### config.mk
export PLATFORM = sky130hd
export DESIGN_NAME = pfpp_map
export DESIGN_NICKNAME = d
export VERILOG_FILES = /design/src/sv/pfpp_pkg.sv /design/src/sv/pfpp_map.sv
export SDC_FILE = /design/constraint.sdc
export NUM_CORES = 1
export LEC_CHECK = 0
export BUFFER_PORTS_ARGS = -buffer_cell sky130_fd_sc_hd__buf_4
export CAP_MARGIN = 20
export CORE_MARGIN = 2
export CORE_UTILIZATION = 45
export DETAILED_ROUTE_END_ITERATION = 10
export GPL_TIMING_DRIVEN = 0
export PLACE_DENSITY = 0.82
export REMOVE_ABC_BUFFERS = 1
export SYNTH_ARGS = -nofsm -noshare
export SYNTH_HDL_FRONTEND = slang
export SYNTH_SLANG_ARGS = --single-unit
### constraint.sdc
create_clock -name vclk -period 3.85
set_clock_uncertainty 0.15 [all_clocks]
set_input_delay 0.385 -clock vclk [all_inputs]
set_output_delay 0.385 -clock vclk [all_outputs]
set_load 0.01 [all_outputs]
### src/sv/pfpp_pkg.sv
// Shared types and constants of the page framebuffer pixel plotter.
// Used by pfpp_map, pfpp_ram users and the top level; depends on nothing.
package pfpp_pkg;

    localparam int STORE_DEPTH       = 1024;
    localparam int ADDR_W            = 10;
    // Widest mapped byte index: 256 * 7 + 255 fits in 12 bits.
    localparam int IDX_W             = 12;
    localparam int DEF_PANEL_WIDTH   = 128;
    localparam int DEF_MAX_HEIGHT    = 64;
    localparam int CFG_W             = 7;
    localparam int CFG_IDX_W         = 2;

    localparam logic [1:0] ACT_PIXEL  = 2'd0;
    localparam logic [1:0] ACT_BITMAP = 2'd1;
    localparam logic [1:0] ACT_READ   = 2'd2;

    localparam logic [1:0] COL_CLEAR  = 2'd0;
    localparam logic [1:0] COL_SET    = 2'd1;
    localparam logic [1:0] COL_TOGGLE = 2'd2;
    localparam logic [1:0] COL_KEEP   = 2'd3;

    localparam logic [CFG_IDX_W-1:0] CFG_ROTATION     = 2'd0;
    localparam logic [CFG_IDX_W-1:0] CFG_PANEL_HEIGHT = 2'd1;

    localparam logic [6:0] HEIGHT_RESET = 7'd64;

    typedef struct packed {
        logic [1:0]         action;
        logic signed [15:0] x_pos;
        logic signed [15:0] y_pos;
        logic [1:0]         color;
        logic [7:0]         pattern;
        logic               invert;
        logic [9:0]         read_address;
    } t_in_item;

    typedef struct packed {
        logic [7:0] read_data;
        logic [3:0] pixels_written;
    } t_out_item;

    // One store access travelling down the update pipeline.
    typedef struct packed {
        logic             wr;
        logic             rd;
        logic [IDX_W-1:0] idx;
        logic [7:0]       mask;
        logic [1:0]       color;
    } t_pix_loc;

endpackage

### src/sv/pfpp_map.sv
// Clips one logical pixel against the rotated panel and maps it to a store
// byte index and bit mask. Depends on pfpp_pkg.
module pfpp_map #(
    parameter int PANEL_WIDTH = pfpp_pkg::DEF_PANEL_WIDTH
) (
    input  logic signed [16:0] i_x,
    input  logic signed [15:0] i_y,
    input  logic [1:0]         i_color,
    input  logic [1:0]         i_rotation,
    input  logic [6:0]         i_height,
    output pfpp_pkg::t_pix_loc o_loc
);
    import pfpp_pkg::*;

    logic [8:0]       lw;
    logic [8:0]       lh;
    logic             in_x;
    logic             in_y;
    logic [8:0]       xl;
    logic [8:0]       yl;
    logic [8:0]       wm1;
    logic [8:0]       hm1;
    logic [8:0]       px;
    logic [8:0]       py;
    logic [IDX_W-1:0] idx;

    always_comb begin
        lw   = i_rotation[0] ? {2'b00, i_height} : 9'(PANEL_WIDTH);
        lh   = i_rotation[0] ? 9'(PANEL_WIDTH) : {2'b00, i_height};
        in_x = !i_x[16] && (i_x[15:0] < {7'd0, lw});
        in_y = !i_y[15] && (i_y[14:0] < {6'd0, lh});
        xl   = i_x[8:0];
        yl   = i_y[8:0];
        wm1  = 9'(PANEL_WIDTH - 1);
        hm1  = {2'b00, i_height} - 9'd1;

        case (i_rotation)
            2'd1: begin
                px = wm1 - yl;
                py = xl;
            end
            2'd2: begin
                px = wm1 - xl;
                py = hm1 - yl;
            end
            2'd3: begin
                px = yl;
                py = hm1 - xl;
            end
            default: begin
                px = xl;
                py = yl;
            end
        endcase

        idx = IDX_W'(IDX_W'(PANEL_WIDTH) * {{(IDX_W-3){1'b0}}, py[5:3]})
            + {{(IDX_W-8){1'b0}}, px[7:0]};

        o_loc.wr    = in_x && in_y && (i_color != COL_KEEP)
                   && (idx < IDX_W'(STORE_DEPTH));
        o_loc.rd    = 1'b0;
        o_loc.idx   = idx;
        o_loc.mask  = 8'd1 << py[2:0];
        o_loc.color = i_color;
    end

endmodule

# == After elaboration in Yosys (flattened, before gate mapping) ==
# Index checks and enable logic that the tools add are counted.
# totals
out_inout_bits,24
in_bits,44
register_bits,0
# op_classes
reduce_logical,7
eq_ne,4
muxes,4
n_lt_le_gt_ge,3
n_addsub,6
n_shift,1
# ops
operator,n
8-bit case mux with 3 select lines,1
6-bit case mux with 3 select lines,1
16-bit by 8-bit less-than comparator with 1-bit output,1
8-bit two-way mux,2
7-bit by 8-bit subtractor with 8-bit output (first input constant),2
15-bit by 8-bit less-than comparator with 1-bit output,1
6-bit subtractor,2
10-bit by 8-bit adder with 11-bit output,1
11-bit less-than comparator (second input constant),1
1-bit by 3-bit << shifter with 8-bit output (first input constant),1
6-bit by 1-bit subtractor with 6-bit output (second input constant),1
1-bit logical AND,5
2-bit == test (second input constant),2
2-bit by 1-bit == test with 1-bit output (second input constant),1
1-bit logical NOT,2
2-bit != test (second input constant),1

# == Longest topological paths before layout ==
# Gate-level depths: netlist (run 1).
# depth
word_depth,6
mapped_depth,12
ltp_nobuf,12

# == Worst setup path after synthesis (run 1) ==
# Ideal clock, no wire load.
# synth_path
path_type,input -> output
startpoint,input port i_rotation[0]
endpoint,output port o_loc[23] in the netlist's numbering
required_ns,3.315
path_buffers,0
stages,12
arrival_time_ns,2.814
path_slack_ns,0.501
path_cell_list,nand2_2 -> mux2_2 -> inv_1 -> ha_1 -> nor2b_1 -> o21ai_0 -> or3b_2 -> a31o_2 -> ha_1 -> o2111ai_1 -> a211oi_1 -> nor4_2
# synth_rtl
item,line_no,source
start: declaration,pfpp_map.sv:9,"input logic [1:0] i_rotation,"
end: declaration,pfpp_map.sv:11,output pfpp_pkg::t_pix_loc o_loc

==> results of run 1 <==
## path summary, 6_finish.rpt
path | to | slack, ns | depth (start not counted)
setup / recovery | o_loc[23] | 0.21 | 14
hold / removal | o_loc[0] | 0.81 | 2
## through the flow
step	setup WS, ns	area, um^2	hold WS (ns)	std cells
2_1_floorplan	0.501	1110	0.620	152
3_3_place_gp	0.0974	1640	0.809	248
3_5_place_dp	0.0554	1640	0.810	248
4_1_cts	0.0530	1640	0.810	248
5_1_grt	0.0281	1660	0.817	248
6_report	0.213	1660	0.809	248
## cells in the final DEF, fill, tap and decap left out, types with 2 or more instances in the layout
cell type and n:
mux2_2 3, a211oi_1 4, o21ai_0 7, ha_1 22, buf_6 2, buf_4 64
nor3_1 6, o2111ai_1 2, nand4_1 3, xnor2_1 9, xor2_1 4, nor2b_1 5
nor3b_1 2, nor2_1 13, nand2_1 21, a21oi_1 11, o21a_1 3, inv_1 5
conb_1 2, mux2i_1 6, nor4_1 5
## routing by layer
layer	vias up	global-route usage	part of all wire
met4	0	0.0208	0
met3	0	0.00820	0.078
met2	53	0.444	0.51
li1	699	-	-
met1	603	0.278	0.42
met5	-	0	0
## final cells by class
class,count,area (um^2),area share
Multi-Input combinational cell,146,1090,0.660
Inverter,6,22.5,0.0136
Tap cell,30,37.5,0.0227
Timing Repair Buffer,66,503,0.304
## logic make-up after synthesis
| kind of cell | after synthesis | synth area share |
|---|---|---|
| fa+ha+maj | 23 | 0.255 |
| simple gates | 61 | 0.264 |
| compound gates | 36 | 0.203 |
| xor+xnor | 14 | 0.118 |
| buf+inv | 15 | 0.0627 |
| mux | 10 | 0.0941 |
| other cells | 1 | 0.00324 |
## power by group through the flow
stage          Combinational [mW]  Clock (mW)  Sequential [mW]
2_1_floorplan               0.146           0                0
3_3_place_gp                0.258           0                0
3_5_place_dp                0.264           0                0
4_1_cts                     0.266           0                0
5_1_grt                     0.296           0                0
6_report                    0.266           0                0
==> impl_metrics.csv, run 1 <==
group,metric,value,unit
run_status,outcome,"completed",
power,power,266,uW
placement,gp_congestion,0.871,
setup_path,worstPathRequired,3.31,ns
sta,maxSlewViolCount,0,
routing,drt-total-wl,3210,um
synth,netlist_top_cells_count,"ha_1 (22), nand2_1 (21), nor2_1 (13)",
setup_path,worst_path_dominant_cell_family,"simple AND/OR/NAND/NOR gates",
setup_path,path_common_cell,"ha_1",
setup_path,cp_max_fo,25,
setup_path,timing.critical_path.to_type,"primary output",
finish,flow.area_growth_from_synthesis,43.1,%
synth,synth_top_area_share,0.238,
power,sw_frac_of_total,0.481,
grt,grt_max_degree,26,
hold_path,min_path_type,"in -> out",
finish,final_core_util,0.675,
grt,grtUsageTotal,0.227,
routing,ant_nets,0,
power,comb_power_share,1.000,
finish,regArea,0,um^2
power,vdd_ir_drop_max,147,uV
synth,synth_warnings,0,
grt,antenna_violations_before_repair,0,
power,internal-power,138,uW
floorplanning,core_region_area,0.00245,mm^2
power,power.static_leakage,0.827,nW
floorplanning,design.die.area,0.00299,mm^2
setup_path,worst_path_largest_cell_delay,0.45,ns
sta,fin_tns_setup,0,ns
clock_network,holdBufCountCts,0,
setup_path,kind_of_launch_point_of_the_worst_setup_path,"primary input",
clock_network,post-cts-setup-buffers,0,
setup_path,launching_element_of_the_worst_setup_path,"i_rotation[0]",
run,maxCapViolCount,0,
sta,upper_clock_frequency_limit,275,MHz
routing,wl_per_cell,12.9,um
floorplanning,initial_core_utilization,0.471,
grt,grt.overflow.total,0,
floorplanning,floorplan.die.height,54.7,um
finish,drive_gt1_frac,0.339,
synth,synth_most_common_cell,"ha_1",
power,powerDensity,161,mW/mm^2
floorplanning,die_width,54.7,um
placement,dpl.hpwl,2760,um
setup_path,timing_worst_setup_path_type,"in -> out",
power,switching_power,128,uW
finish,final_net_count,287,
setup_path,cp.arrival,3.10,ns
routing,route.vias.total,1355,
routing,detail_route.vias_per_cell,5.46,
clock_network,resized_cells_post_cts,0,
synth,synthesis.area_per_instance,7.23,um^2
sta,grt_setup_unrepaired,"no",
routing,drt_iter0_markers,26,
sta,setup_viol,0,
synth,synth_cell_types,42,
power,pwr-share-seq,0,
synth,yosys-top-cells-area,"ha_1 (24%), nand2_1 (6.8%), xnor2_1 (6.8%), mux2i_1 (5.2%), a21oi_1 (4.8%)",
routing,first_pass_iters,4,
finish,nClkBuffers,0,
grt,grt_pass1_wl,5240,um
sta,finalHoldViolations,0,
grt,grt_pass1_vias,1282,
synth,synth_largest_area_cell,"ha_1",
setup_path,worstPathCellList,"buf_6 -> nand2_4 -> mux2_2 -> inv_1 -> ha_1 -> nor2b_1 -> o21ai_0 -> or3b_2 -> a31o_2 -> ha_1 -> o2111ai_1 -> a211oi_1 -> nor4_2 -> buf_4",
floorplanning,num_io_pins,68,
sta,layout_worst_path_cycle_share,0.945,
setup_path,critical-path-slowest-cell,"or3b_2",
finish,antenna_cells_inserted,0,
hold_path,hold_start,"i_color[0]",
synth,register_area_share_after_synthesis,0,
placement,numPortBuffers,66,
sta,min_period,3.64,ns
setup_path,critical_path.n_buffers_inverters,3,
floorplanning,floorplan.rows,18,
synth,post_synth_instance_area,0.00116,mm^2
synth,post_synth_inst_count,160,
power,share_clk_of_total_power,0,
routing,drc_violations,0,
finish,n_fill_cell,218,
finish,nFlopsAndLatches,0,
Power figures use the tool's default switching activity.
==> run 2, diff against run 1 <==
--- a/config.mk
+++ b/config.mk
@@ -7,11 +7,13 @@
 export LEC_CHECK = 0
 export BUFFER_PORTS_ARGS = -buffer_cell sky130_fd_sc_hd__buf_4
 export CAP_MARGIN = 20
+export CELL_PAD_IN_SITES_DETAIL_PLACEMENT = 0
+export CELL_PAD_IN_SITES_GLOBAL_PLACEMENT = 2
 export CORE_MARGIN = 2
-export CORE_UTILIZATION = 45
+export CORE_UTILIZATION = 21
 export DETAILED_ROUTE_END_ITERATION = 10
 export GPL_TIMING_DRIVEN = 0
-export PLACE_DENSITY = 0.82
+export PLACE_DENSITY_LB_ADDON = 0.1
 export REMOVE_ABC_BUFFERS = 1
 export SYNTH_ARGS = -nofsm -noshare
 export SYNTH_HDL_FRONTEND = slang
==> constraint.sdc (replaced) <==
create_clock -name vclk -period 3.29
set_clock_uncertainty 0.15 [all_clocks]
set_input_delay 0.329 -clock vclk [all_inputs]
set_output_delay 0.329 -clock vclk [all_outputs]
set_load 0.01 [all_outputs]
==> impl_metrics.csv, run 2 (same netlist as run 1, synthesis figures left out) <==
group,metric,value,unit
run_status,outcome,"completed",
grt,grt.overflow.total,0,
grt,grt_use_met3,0.00575,
hold_path,min_path_type,"in -> out",
routing,wl_per_cell,14.0,um
setup_path,worst_path_dominant_cell_family,"simple AND/OR/NAND/NOR gates",
finish,final_net_count,294,
sta,setup_viol,0,
floorplanning,initial_core_utilization,0.214,
grt,antenna_violations_before_repair,0,
routing,route.vias.total,1400,
grt,grt_pass1_wl,6580,um
power,power,370,uW
finish,drive_gt1_frac,0.413,
setup_path,kind_of_launch_point_of_the_worst_setup_path,"primary input",
hold_path,hold_start,"i_color[0]",
placement,gp_congestion,0.705,
routing,drt-total-wl,4160,um
setup_path,timing_worst_setup_path_type,"in -> out",
finish,multiInputGateArea,0.00120,mm^2
routing,drt_iter0_markers,32,
setup_path,worstPathRequired,2.81,ns
grt,grtUsageTotal,0.128,
placement,numPortBuffers,66,
power,powerDensity,190,mW/mm^2
routing,detail_route.vias_per_cell,4.71,
setup_path,launching_element_of_the_worst_setup_path,"i_rotation[0]",
floorplanning,num_io_pins,68,
floorplanning,die_width,78.2,um
finish,regArea,0,um^2
placement,dpl.hpwl,3240,um
sta,worst_pin_slew,0.524,ns
floorplanning,core_region_area,0.00541,mm^2
setup_path,path_common_cell,"ha_4",
setup_path,worstPathCellList,"buf_16 -> nand2_8 -> mux2_4 -> inv_4 -> ha_4 -> nor2b_4 -> o21ai_1 -> or3b_4 -> a31o_4 -> ha_4 -> o2111ai_4 -> a211oi_4 -> nor4_2 -> buf_4",
finish,flow.area_growth_from_synthesis,68.5,%
setup_path,critical_path.n_buffers_inverters,3,
setup_path,timing.critical_path.to_type,"primary output",
setup_path,critical-path-slowest-cell,"or3b_4",
finish,layout_common_cells,"buf_4 (69), nand2_1 (21), ha_1 (18)",
floorplanning,floorplan.die.height,78.2,um
sta,fin_tns_setup,0,ns
routing,first_pass_iters,4,
setup_path,cp.arrival,2.71,ns
grt,met1_use_gr,0.167,
floorplanning,floorplan.rows,27,
grt,top_usage_layer,"met2",
setup_path,worst_path_largest_cell_delay,0.38,ns
sta,upper_clock_frequency_limit,313,MHz
finish,nClkBuffers,0,
setup_path,cp_max_fo,13,
power,vdd_ir_drop_max,69.0,uV
sta,worst_case_headroom_to_the_max_slew_limit,0.648,
sta,finalHoldViolations,0,
floorplanning,design.die.area,0.00612,mm^2
grt,globalRouteMet2Util,0.247,
routing,ant_nets,0,
finish,n_fill_cell,580,
finish,final_core_util,0.361,
sta,min_period,3.19,ns
sta,layout_worst_path_cycle_share,0.971,
power,power.static_leakage,0.911,nW
grt,grt_max_degree,26,
finish,layout_commonest_cell,"buf_4",
sta,maxSlewViolCount,0,
finish,antenna_cells_inserted,0,
routing,drc_violations,0,
grt,grt_pass1_vias,1414,
clock_network,holdBufCountCts,0,
run,maxCapViolCount,0,
finish,nFlopsAndLatches,0,
run 2: worst paths after layout:
kind / slack, ns / end / cells after the start
worst max-delay path: 0.1 / o_loc[23] / 14
worst min-delay path: 0.70 / o_loc[0] / 2
run 2: metal layers:
metal	share of wire	up-vias
li1	-	712
met1	0.46	653
met2	0.49	35
met3	0.043	0
met4	0	0
met5	0	-
run 2: final cells by class:
class | count | share of cell area
Inverter | 6 | 0.0128
Multi-Input combinational cell | 146 | 0.618
Tap cell | 72 | 0.0462
Timing Repair Buffer | 73 | 0.323
run 2: what timing repair did:
| item | in CTS | in global routing |
|---|---|---|
| setup endpoints to repair | 5 | 2 |
| pin swaps | 2 | 6 |
| buffers inserted | 1 | 4 |
| resized for setup | 14 | 19 |
| gates cloned | 1 | 1 |
run 2: power breakdown:
group          total (mW)  switching (mW)  internal (mW)
Combinational       0.370           0.173          0.197
Sequential              0               0              0
Clock                   0               0              0
Total               0.370           0.173          0.197
run 2: metrics by stage:
step	std cells	setup WS (ns)	instance area, um^2	hold slack, ns
finish	297	0.0964	1950	0.697
detailed placement	290	-0.498	1700	0.699
floorplan	152	0.0527	1110	0.508
global route	297	-0.00874	1950	0.704
global placement	290	-0.468	1700	0.697
CTS	292	0.00733	1800	0.700
